`src/rtl/core/sblc_pkg.sv`:
```
// Shared constants and controller/datapath interface types for the size-budget LRU cache.
`timescale 1ns / 1ps
package sblc_pkg;

    localparam int SLOT_COUNT = 16;
    localparam int IDX_W      = $clog2(SLOT_COUNT);
    localparam int RANK_W     = IDX_W;
    localparam int CNT_W      = $clog2(SLOT_COUNT + 1);
    localparam int DATA_W     = 32;
    localparam int EVC_W      = 5;

    typedef enum logic [2:0] {
        S_IDLE,
        S_LOOKUP,
        S_EVICT,
        S_INSERT,
        S_DONE
    } state_t;

    typedef struct packed {
        logic latch;
        logic lookup;
        logic evict;
        logic insert;
        logic load_out;
    } cmd_t;

    typedef struct packed {
        logic hit;
        logic oversize;
        logic over_budget;
        logic empty;
        logic full;
    } sts_t;

endpackage

```
`src/rtl/core/sblc_ctrl.sv`:
```
// Request sequencing state machine for the size-budget LRU cache.
`timescale 1ns / 1ps
module sblc_ctrl (
    input  logic          clk,
    input  logic          rst_n,
    input  logic          in_valid,
    output logic          in_ready,
    output logic          out_valid,
    input  logic          out_ready,
    input  sblc_pkg::sts_t sts,
    output sblc_pkg::cmd_t cmd
);
    import sblc_pkg::*;

    state_t state_reg;
    state_t state_next;
    logic   out_valid_reg;
    logic   out_valid_next;
    logic   evict_now;

    assign evict_now = (sts.over_budget && !sts.empty) || sts.full;

    always_comb
    begin
        state_next = state_reg;
        unique case (state_reg)
            S_IDLE:
            begin
                if (in_valid)
                    state_next = S_LOOKUP;
            end
            S_LOOKUP:
            begin
                if (sts.hit || sts.oversize)
                    state_next = S_DONE;
                else
                    state_next = S_EVICT;
            end
            S_EVICT:
            begin
                // keep evicting while over budget; a full table costs one more
                if (!(sts.over_budget && !sts.empty))
                    state_next = S_INSERT;
            end
            S_INSERT:
                state_next = S_DONE;
            S_DONE:
            begin
                if (!out_valid_reg || out_ready)
                    state_next = S_IDLE;
            end
            default:
                state_next = S_IDLE;
        endcase
    end

    always_comb
    begin
        cmd = '0;
        unique case (state_reg)
            S_IDLE:   cmd.latch    = in_valid;
            S_LOOKUP: cmd.lookup   = 1'b1;
            S_EVICT:  cmd.evict    = evict_now;
            S_INSERT: cmd.insert   = 1'b1;
            S_DONE:   cmd.load_out = !out_valid_reg || out_ready;
            default:  cmd = '0;
        endcase
    end

    always_comb
    begin
        out_valid_next = out_valid_reg;
        if (cmd.load_out)
            out_valid_next = 1'b1;
        else if (out_ready)
            out_valid_next = 1'b0;
    end

    always_ff @(posedge clk or negedge rst_n)
    begin
        if (!rst_n)
        begin
            state_reg     <= S_IDLE;
            out_valid_reg <= 1'b0;
        end
        else
        begin
            state_reg     <= state_next;
            out_valid_reg <= out_valid_next;
        end
    end

    assign in_ready  = (state_reg == S_IDLE);
    assign out_valid = out_valid_reg;

endmodule

```
`src/rtl/core/sblc_dp.sv`:
```
// Slot table, LRU ranks, byte accounting and result registers.
`timescale 1ns / 1ps
module sblc_dp (
    input  logic                          clk,
    input  logic                          rst_n,
    input  sblc_pkg::cmd_t                cmd,
    output sblc_pkg::sts_t                sts,
    input  logic                          cfg_wr_en,
    input  logic [sblc_pkg::DATA_W-1:0]   cfg_wr_data,
    input  logic [sblc_pkg::DATA_W-1:0]   item_key,
    input  logic [sblc_pkg::DATA_W-1:0]   item_size,
    output logic                          hit,
    output logic                          stored,
    output logic [sblc_pkg::EVC_W-1:0]    evicted_count,
    output logic [sblc_pkg::DATA_W-1:0]   bytes_in_use
);
    import sblc_pkg::*;

    logic [DATA_W-1:0] budget_reg;
    logic [DATA_W-1:0] key_reg;
    logic [DATA_W-1:0] size_reg;
    logic [SLOT_COUNT-1:0] valid_reg;
    logic [DATA_W-1:0] slot_key_reg  [SLOT_COUNT];
    logic [DATA_W-1:0] slot_size_reg [SLOT_COUNT];
    logic [RANK_W-1:0] rank_reg      [SLOT_COUNT];
    logic [CNT_W-1:0]  count_reg;
    logic [DATA_W-1:0] resident_reg;
    logic [EVC_W-1:0]  evc_reg;
    logic              hit_res_reg;
    logic              stored_res_reg;

    logic              hit_out_reg;
    logic              stored_out_reg;
    logic [EVC_W-1:0]  evc_out_reg;
    logic [DATA_W-1:0] bytes_out_reg;

    logic [SLOT_COUNT-1:0] match_vec;
    logic [SLOT_COUNT-1:0] oldest_vec;
    logic [RANK_W-1:0]     hit_rank;
    logic [DATA_W-1:0]     oldest_size;
    logic [IDX_W-1:0]      free_idx;
    logic [CNT_W-1:0]      oldest_rank;
    logic [DATA_W:0]       need_bytes;

    assign oldest_rank = count_reg - 1'b1;

    always_comb
    begin
        hit_rank    = '0;
        oldest_size = '0;
        free_idx    = '0;
        for (int i = 0; i < SLOT_COUNT; i++)
        begin
            match_vec[i]  = valid_reg[i] && (slot_key_reg[i] == key_reg);
            oldest_vec[i] = valid_reg[i] && (CNT_W'(rank_reg[i]) == oldest_rank);
            if (match_vec[i])
                hit_rank = hit_rank | rank_reg[i];
            if (oldest_vec[i])
                oldest_size = oldest_size | slot_size_reg[i];
        end
        for (int i = SLOT_COUNT - 1; i >= 0; i--)
        begin
            if (!valid_reg[i])
                free_idx = IDX_W'(i);
        end
    end

    assign need_bytes      = {1'b0, resident_reg} + {1'b0, size_reg};
    assign sts.hit         = |match_vec;
    assign sts.oversize    = size_reg > budget_reg;
    assign sts.over_budget = need_bytes > {1'b0, budget_reg};
    assign sts.empty       = (count_reg == '0);
    assign sts.full        = (count_reg == CNT_W'(SLOT_COUNT));

    // key and size storage carries no reset
    always_ff @(posedge clk)
    begin
        if (cmd.latch)
        begin
            key_reg  <= item_key;
            size_reg <= item_size;
        end
        if (cmd.insert)
        begin
            slot_key_reg[free_idx]  <= key_reg;
            slot_size_reg[free_idx] <= size_reg;
        end
        if (cmd.load_out)
        begin
            hit_out_reg    <= hit_res_reg;
            stored_out_reg <= stored_res_reg;
            evc_out_reg    <= evc_reg;
            bytes_out_reg  <= resident_reg;
        end
    end

    always_ff @(posedge clk or negedge rst_n)
    begin
        if (!rst_n)
        begin
            budget_reg     <= '0;
            valid_reg      <= '0;
            count_reg      <= '0;
            resident_reg   <= '0;
            evc_reg        <= '0;
            hit_res_reg    <= 1'b0;
            stored_res_reg <= 1'b0;
            for (int i = 0; i < SLOT_COUNT; i++)
                rank_reg[i] <= '0;
        end
        else
        begin
            if (cfg_wr_en)
                budget_reg <= cfg_wr_data;
            if (cmd.latch)
                evc_reg <= '0;
            if (cmd.lookup)
            begin
                hit_res_reg    <= |match_vec;
                stored_res_reg <= |match_vec;
                if (|match_vec)
                begin
                    // promote the hit entry, age those that were newer
                    for (int i = 0; i < SLOT_COUNT; i++)
                    begin
                        if (match_vec[i])
                            rank_reg[i] <= '0;
                        else if (valid_reg[i] && rank_reg[i] < hit_rank)
                            rank_reg[i] <= rank_reg[i] + 1'b1;
                    end
                end
            end
            if (cmd.evict)
            begin
                valid_reg    <= valid_reg & ~oldest_vec;
                count_reg    <= count_reg - 1'b1;
                resident_reg <= resident_reg - oldest_size;
                if (evc_reg != '1)
                    evc_reg <= evc_reg + 1'b1;
            end
            if (cmd.insert)
            begin
                for (int i = 0; i < SLOT_COUNT; i++)
                begin
                    if (valid_reg[i])
                        rank_reg[i] <= rank_reg[i] + 1'b1;
                end
                rank_reg[free_idx]  <= '0;
                valid_reg[free_idx] <= 1'b1;
                count_reg           <= count_reg + 1'b1;
                resident_reg        <= need_bytes[DATA_W-1:0];
                stored_res_reg      <= 1'b1;
            end
        end
    end

    assign hit           = hit_out_reg;
    assign stored        = stored_out_reg;
    assign evicted_count = evc_out_reg;
    assign bytes_in_use  = bytes_out_reg;

    a_count_tracks_valid: assert property (@(posedge clk) disable iff (!rst_n)
        $countones(valid_reg) == 32'(count_reg))
        else $error("slot count out of step with valid bits");

    a_single_oldest: assert property (@(posedge clk) disable iff (!rst_n)
        $onehot0(oldest_vec) && (sts.empty || $onehot(oldest_vec)))
        else $error("oldest entry not unique");

    a_insert_has_room: assert property (@(posedge clk) disable iff (!rst_n)
        cmd.insert |-> !sts.full)
        else $error("insert into a full table");

    a_single_match: assert property (@(posedge clk) disable iff (!rst_n)
        $onehot0(match_vec))
        else $error("key resident in more than one slot");

endmodule

```
`src/rtl/core/size_budget_lru_cache_unit.sv`:
```
// Top level of the size-budget LRU cache: controller plus datapath.
//
//  channel   direction  handshake             payload
//  request   in         in_valid / in_ready   item_key, item_size
//  result    out        out_valid / out_ready hit, stored, evicted_count, bytes_in_use
//  config    in         cfg_wr_en             cfg_wr_data (byte budget)
//
// A hit or an oversized miss goes from lookup straight to the done state; a stored
// miss passes through the evict state, evicting entries until the budget is met (a
// full table always loses its oldest entry), then insert, then done. Done loads the
// result once any held result is taken, raises out_valid and returns to idle.
// One request is in flight at a time.
// Reset clears the valid bits, ranks, byte total and budget; no clearing pass.
// A result held by a stalled consumer blocks only the finish of the next request.
`timescale 1ns / 1ps
module size_budget_lru_cache_unit (
    input  logic                        clk,
    input  logic                        rst_n,
    input  logic                        in_valid,
    output logic                        in_ready,
    input  logic [sblc_pkg::DATA_W-1:0] item_key,
    input  logic [sblc_pkg::DATA_W-1:0] item_size,
    output logic                        out_valid,
    input  logic                        out_ready,
    output logic                        hit,
    output logic                        stored,
    output logic [sblc_pkg::EVC_W-1:0]  evicted_count,
    output logic [sblc_pkg::DATA_W-1:0] bytes_in_use,
    input  logic                        cfg_wr_en,
    input  logic [sblc_pkg::DATA_W-1:0] cfg_wr_data
);
    import sblc_pkg::*;

    cmd_t cmd;
    sts_t sts;

    sblc_ctrl u_ctrl (
        .clk       (clk),
        .rst_n     (rst_n),
        .in_valid  (in_valid),
        .in_ready  (in_ready),
        .out_valid (out_valid),
        .out_ready (out_ready),
        .sts       (sts),
        .cmd       (cmd)
    );

    sblc_dp u_dp (
        .clk           (clk),
        .rst_n         (rst_n),
        .cmd           (cmd),
        .sts           (sts),
        .cfg_wr_en     (cfg_wr_en),
        .cfg_wr_data   (cfg_wr_data),
        .item_key      (item_key),
        .item_size     (item_size),
        .hit           (hit),
        .stored        (stored),
        .evicted_count (evicted_count),
        .bytes_in_use  (bytes_in_use)
    );

endmodule
```
`config.mk`:
```
export PLATFORM = sky130hd
export DESIGN_NAME = size_budget_lru_cache_unit
export DESIGN_NICKNAME = d
export VERILOG_FILES = /design/src/rtl/core/sblc_pkg.sv /design/src/rtl/core/sblc_ctrl.sv /design/src/rtl/core/sblc_dp.sv /design/src/rtl/core/size_budget_lru_cache_unit.sv
export SDC_FILE = /design/constraint.sdc
export NUM_CORES = 2
export LEC_CHECK = 0
export ABC_AREA = 1
export BUFFER_PORTS_ARGS = -buffer_cell sky130_fd_sc_hd__buf_2
export CORE_UTILIZATION = 60
export DETAILED_ROUTE_END_ITERATION = 8
export PLACE_DENSITY = 0.8
export SYNTH_ARGS = -nofsm -noshare
export SYNTH_HDL_FRONTEND = slang
export SYNTH_HIERARCHICAL = 1
export SYNTH_SLANG_ARGS = --single-unit
```
`constraint.sdc`:
```
create_clock -name clk -period 9 [get_ports clk]
set_clock_uncertainty 0.05 [all_clocks]
set_input_delay 1.8 -clock clk [delete_from_list [all_inputs] [get_ports clk]]
set_output_delay 1.8 -clock clk [all_outputs]
set_load 0.05 [all_outputs]
```
# After elaboration in Yosys (flattened, before gate mapping)
# Memories as Yosys holds them, arrays and structs flattened.
# Index checks and enable logic that the tools add are counted.
dict set report op_classes {
  addsub 21
  bitwise 36
  n_lt_le_gt_ge 22
  n_reduce_logical 63
  n_eq_ne 41
  mux 144
}
# op count
set op_table {}
lappend op_table {{32-bit two-way mux} 18}
lappend op_table {{32-bit equality test} 16}
lappend op_table {{32-bit OR} 15}
lappend op_table {{4-bit two-way mux} 97}
lappend op_table {{64-bit two-way mux} 3}
lappend op_table {{4-bit by 5-bit equality test with 1-bit output} 16}
lappend op_table {{4-bit by 1-bit adder with 4-bit output (second input constant)} 16}
lappend op_table {{64-bit AND} 1}
lappend op_table {{4-bit < comparator} 16}
lappend op_table {{64-bit inverter} 1}
lappend op_table {{4-bit OR} 15}
lappend op_table {{1-bit logical AND} 51}
lappend op_table {{32-bit by 32-bit adder with 33-bit output} 1}
lappend op_table {{33-bit by 32-bit greater-than comparator with 1-bit output} 1}
lappend op_table {{32-bit greater-than comparator} 1}
lappend op_table {{16-bit two-way mux} 2}
lappend op_table {{32-bit subtractor} 1}
lappend op_table {{5-bit two-way mux} 5}
lappend op_table {{16-bit AND} 1}
lappend op_table {{4-bit demux with 4-bit select} 1}
lappend op_table {{16-bit inverter} 1}
lappend op_table {{16-bit OR} 1}
lappend op_table {{16-bit OR reduction} 1}
lappend op_table {{3-bit case mux with 5 select lines} 1}
lappend op_table {{other kinds (23)} 45}
dict set report totals {
  regBits 263
  mem_count 2
  ram_bits 1024
}
# memory depth word_bits rd rd_ports_with_merged_regs write_ports line_no
set memory_table {}
lappend memory_table {u_dp.slot_key_reg 16 32 16 0 1 sblc_dp.sv:23} ;# logic [DATA_W-1:0] slot_key_reg [SLOT_COUNT];
lappend memory_table {u_dp.slot_size_reg 16 32 16 0 1 sblc_dp.sv:24} ;# logic [DATA_W-1:0] slot_size_reg [SLOT_COUNT];

# Longest topological paths before layout
dict set report logic_depth {
  word_depth 43
  depth_mapped 40
}

# Hierarchy
# Netlist, hierarchy kept.
# mod cells_per_inst n_inst area_each_um2 seq_area_each_um2
set modules_own_cells {}
lappend modules_own_cells {sblc_dp 7166 1 66774.0 37746.2}
lappend modules_own_cells {sblc_ctrl 36 1 255.2 100.1}

# Worst setup path before layout
# OpenSTA, ideal clock, no wires.
dict set report synth_path {
  path_type {flip-flop to flip-flop}
  start {register u_dp.valid_reg[11]}
  end {memory u_dp.slot_key_reg[13][0], enable pin}
  stages_incl_launch_ff 8
  arrival_time_ps 7484
  setup_ps 644
  path_buffers 1
  setup_slack_ps 822
  cell_sequence {dfrtp_1 > buf_2 > inv_1 > nor4_1 > inv_1 > o21ai_0 > nand2_1 > nor4_1}
}
dict set report synth_between {
  elab_chain_len 12
}
# item line_no
set synth_lines {}
lappend synth_lines {{from (decl)} sblc_dp.sv:22} ;# logic [SLOT_COUNT-1:0] valid_reg;
lappend synth_lines {{from (signal assigned)} sblc_dp.sv:135} ;# valid_reg <= valid_reg & ~oldest_vec;
lappend synth_lines {{4-bit two-way mux (12 in series)} sblc_dp.sv:63} ;# if (!valid_reg[i])
lappend synth_lines {{to (decl)} sblc_dp.sv:23}
# No other way between the ends.

# Final worst setup path
dict set report layout_path {
  start {register u_dp.count_reg[0]}
  end {register u_dp.resident_reg[27]}
}
dict set report layout_between {
  elab_chain_len 37
  word_cells_on_any_way 74
  cone_classes {add/sub: 2; eq/ne: 17; mux: 19; bitwise: 15; reduce/logical: 21}
}
# item line_no
set layout_lines {}
lappend layout_lines {{from (decl)} sblc_dp.sv:26} ;# logic [CNT_W-1:0] count_reg;
lappend layout_lines {{from (signal assigned)} sblc_dp.sv:136} ;# count_reg <= count_reg - 1'b1;
lappend layout_lines {{from (signal assigned)} sblc_dp.sv:150} ;# count_reg <= count_reg + 1'b1;
lappend layout_lines {{5-bit by 1-bit subtractor with 5-bit output} sblc_dp.sv:45} ;# assign oldest_rank = count_reg - 1'b1;
lappend layout_lines {{4-bit by 5-bit equality test with 1-bit output} sblc_dp.sv:55} ;# oldest_vec[i] = valid_reg[i] && (CNT_W'(rank_reg[i]) == oldest_rank);
lappend layout_lines {{1-bit logical AND} sblc_dp.sv:55}
lappend layout_lines {{32-bit two-way mux} sblc_dp.sv:58} ;# if (oldest_vec[i])
lappend layout_lines {{32-bit OR} sblc_dp.sv:59} ;# oldest_size = oldest_size | slot_size_reg[i];
lappend layout_lines {{32-bit two-way mux} sblc_dp.sv:58}
lappend layout_lines {{32-bit OR} sblc_dp.sv:59}
lappend layout_lines {{32-bit two-way mux} sblc_dp.sv:58}
lappend layout_lines {{[21 not listed]} n/a}
lappend layout_lines {{32-bit two-way mux} sblc_dp.sv:58}
lappend layout_lines {{32-bit OR} sblc_dp.sv:59}
lappend layout_lines {{32-bit two-way mux} sblc_dp.sv:58}
lappend layout_lines {{32-bit OR} sblc_dp.sv:59}
lappend layout_lines {{32-bit two-way mux} sblc_dp.sv:58}
lappend layout_lines {{32-bit subtractor} sblc_dp.sv:137} ;# resident_reg <= resident_reg - oldest_size;
lappend layout_lines {{32-bit two-way mux} sblc_dp.sv:133} ;# if (cmd.evict)
lappend layout_lines {{32-bit two-way mux} sblc_dp.sv:141} ;# if (cmd.insert)
lappend layout_lines {{to (signal assigned)} sblc_dp.sv:137}
lappend layout_lines {{to (signal assigned)} sblc_dp.sv:151} ;# resident_reg <= need_bytes[DATA_W-1:0];
lappend layout_lines {{to (decl)} sblc_dp.sv:27} ;# logic [DATA_W-1:0] resident_reg;
# Several ways; a longest one is shown, not always the timed one. The select of a mux whose other input is x is not followed.
# A chain may end at the register's enable or synchronous reset.

==> metrics.md <==
| Metric | Value |
|---|---|
| Status | `complete, no violations` |
| Combinational family with the most area after synthesis | `simple AND/OR/NAND/NOR gates` |
| Post-synth cell types | `69` |
| R2r worst-path depth | `26` |
| Die area | `0.113 mm^2` |
| Startpoint types | `flop` |
| Worst hold stages | `0` |
| Top-count cell post-synth | `nand2_1` |
| All-layer global routing usage | `0.392` |
| CTS clk-pin slew, worst paths | `0.06 ns` |
| Clk sinks | `1287` |
| Tot Pwr | `19800 uW` |
| Synth top area share | `0.505` |
| I/O Pins | `142` |
| Largest net degree at the start of global routing | `86` |
| Asr flop ratio synth | `0.124` |
| H-tree levels | `4` |
| Via density | `6.20` |
| Hold-fix buffers, CTS | `0` |
| Fmax | `128 MHz` |
| Tightest Pin Transition | `1.30 ns` |
| Main synth FF type | `edfxtp_1` |
| Max-slew headroom | `0.132` |
| Leakage power | `0.0302 uW` |
| DR WL/cell | `24.9 um` |
| RSZ-0062 raised after global routing | `false` |
| Dpl hpwl | `142000 um` |
| Die Y | `336 um` |
| Setup bufs post-CTS | `0` |
| Initial antenna violation count | `9` |
| Seq/Total Area, Yosys | `0.565` |
| Slew Viols, Final | `0` |
| Top cells by area, synth | `edfxtp_1, nand2_1, dfrtp_1` |
| Global-route wire length before repair | `324000 um` |
| DRT iter0 DRCs | `8379` |
| CTS tree | `yes` |
| Non-Filler Instances | `8966` |
| CP max FO | `32` |
| # setup viols final | `0` |
| Global route overflow | `0` |
| R2R setup slack | `1.18 ns` |
| Hold crit path type | `reg -> reg` |
| Number of synthesized flops with an enable pin | `1127` |
| Cell accounting for the most synthesized area | `edfxtp_1` |
| DR pass1 iterations | `7` |
| Routed wire length | `224000 um` |
| Compound-Gate Fraction of Synth Area | `0.0819` |
| Synth Area in XOR/XNOR | `0.0310` |
| Placed insts | `8707` |
| P&R area growth vs syn | `10.1%` |
| Final TNS setup | `0 ns` |
| Layout cells sized above 1 | `0.0859` |
| Area of the mapped netlist | `0.0670 mm^2` |
| Worst-Skew Late Latency | `0.77 ns` |
| Longest Clk Path Bufs | `3` |
| Final #Nets | `7654` |
| DRC viols | `0` |
| Max-Cap Viols | `0` |
| Max IR drop VDD | `270 uV` |
| Setup crit end kind | `flop` |
| Syn Inst Count | `7202` |
| Worst path arrival time | `8.41 ns` |
| Design Area, Final | `0.0738 mm^2` |
| Required @ worst endpoint | `9.58 ns` |
| Starting Density | `0.606` |
| Synth cell count leaders | `nand2_1, edfxtp_1, inv_1` |
| Post-route ant nets | `0` |
| Std-Cell Rows | `122` |
| Syn_area_per_cell | `9.31 um^2` |
| Placer congestion estimate | `0.988` |
| Vias after detailed routing | `55588` |
| Syn Nets | `7500` |
| Final hold viol count | `0` |
| #FFs+latches synth | `1287` |
| CTS Buf Count | `135` |
| PortBufs | `141` |
| Root Driver | `clkbuf_16` |
| Fillers | `8402` |
| Core Region | `0.111 mm^2` |
| Pwr/cell area | `268 mW/mm^2` |
| Synth Area in Adders | `0.0370` |
| # resized after CTS | `0` |
| WS Path Type | `reg -> reg` |
| Vias in the first global route | `52121` |
| Die width | `336 um` |
| Min Tclk post-route | `7.82 ns` |
| Post-Synth Simple-Gate Area | `0.221` |
| Fin util | `0.667` |
| Multiplexer share of the synthesized area | `0.000168` |
| Period utilization | `0.869` |
| Yosys warns | `6` |
| Area after DPL | `0.0692 mm^2` |
[cell families after synthesis]
family / after synthesis
AOI/OAI and AO/OA: 915
xor gates and xnor gates: 228
adders and majority gates: 197
buffers and inverters: 1014
DFF: 1287
muxes: 1
and+or+nand+nor: 3560
[cell usage in the layout (no fill, tap or decap), types with 138 or more instances in the layout]
master / n
nor2_1: 694
nand3_1: 378
edfxtp_1: 1127
nand2_1: 2093
inv_1: 737
buf_2: 140
o21ai_0: 285
nand4_1: 155
clkbuf_16: 138
dfrtp_1: 160
ha_1: 195
a21oi_1: 276
[per-layer routing]
layer  vias up  global-route usage  part of all wire
met5         -                   0           0.00022
met4         6               0.216             0.061
met3       802               0.103              0.14
met2      4120               0.594              0.44
met1     26002               0.514              0.36
li1      24658                   -                 -
[worst paths after layout]
kind / startpoint / endpoint
setup / recovery: u_dp/count_reg[0]$_DFFE_PN0P_ / u_dp/resident_reg[27]$_DFFE_PN0P_
hold / removal: u_dp/hit_res_reg$_DFFE_PN0P_ / u_dp/hit$_DFFE_PP_
setup reg to reg: u_dp/count_reg[0]$_DFFE_PN0P_ / u_dp/resident_reg[27]$_DFFE_PN0P_
hold reg to reg: u_dp/hit_res_reg$_DFFE_PN0P_ / u_dp/hit$_DFFE_PP_
max in group asynchronous: rst_n / u_dp/resident_reg[28]$_DFFE_PN0P_
min in group asynchronous: rst_n / u_dp/rank_reg[53]$_DFF_PN0_
[area by class of cell]
type                       instances  area, um^2  share of cell area
sequential                      1287       37800               0.513
clock inverter                    87        1070              0.0145
timing repair buffer             240        1460              0.0197
clock buffer                     160        3580              0.0484
inverter                         791        2980              0.0403
multi-input combinational       4901       25000               0.339
tap                             1488        1860              0.0252
antenna                           12        30.0            0.000407
[where the power goes]
group / total [uW] / internal, uW / switching [uW]
registers: 7490 / 7110 / 384
clock network: 5870 / 3420 / 2450
logic: 6420 / 1850 / 4570
[stage by stage]
step           hold WS [ns]  setup WS, ns
2_1_floorplan         0.375         0.822
3_5_place_dp          0.385          1.54
4_1_cts               0.413          1.40
5_1_grt               0.425         0.677
3_3_place_gp          0.392          1.68
6_report              0.410          1.18
[worst max-delay path: stages, from the launching register on]
cell and delay [ns]:
dfrtp_1 0.89, inv_1 0.69, ha_1 0.52, xnor2_4 0.73, xor2_1 0.16, nor3_1 0.30, nand3_2 0.86, nor2_1 0.38
a221oi_1 0.09, nand4_1 0.18, a2111oi_2 0.06, ha_1 0.38, a21oi_1 0.21, a21oi_1 0.12, nor2_1 0.16, o21ai_1 0.12
a21boi_0 0.50, o21ai_0 0.28, nand2_1 0.12, nand2_1 0.09, nand2_1 0.09, o21ai_0 0.16, nand2_1 0.10, nand2_1 0.06
or2_2 0.27, nand3_1 0.07, nand3_1 0.06
No activity file was read; power rests on OpenSTA's default activity.
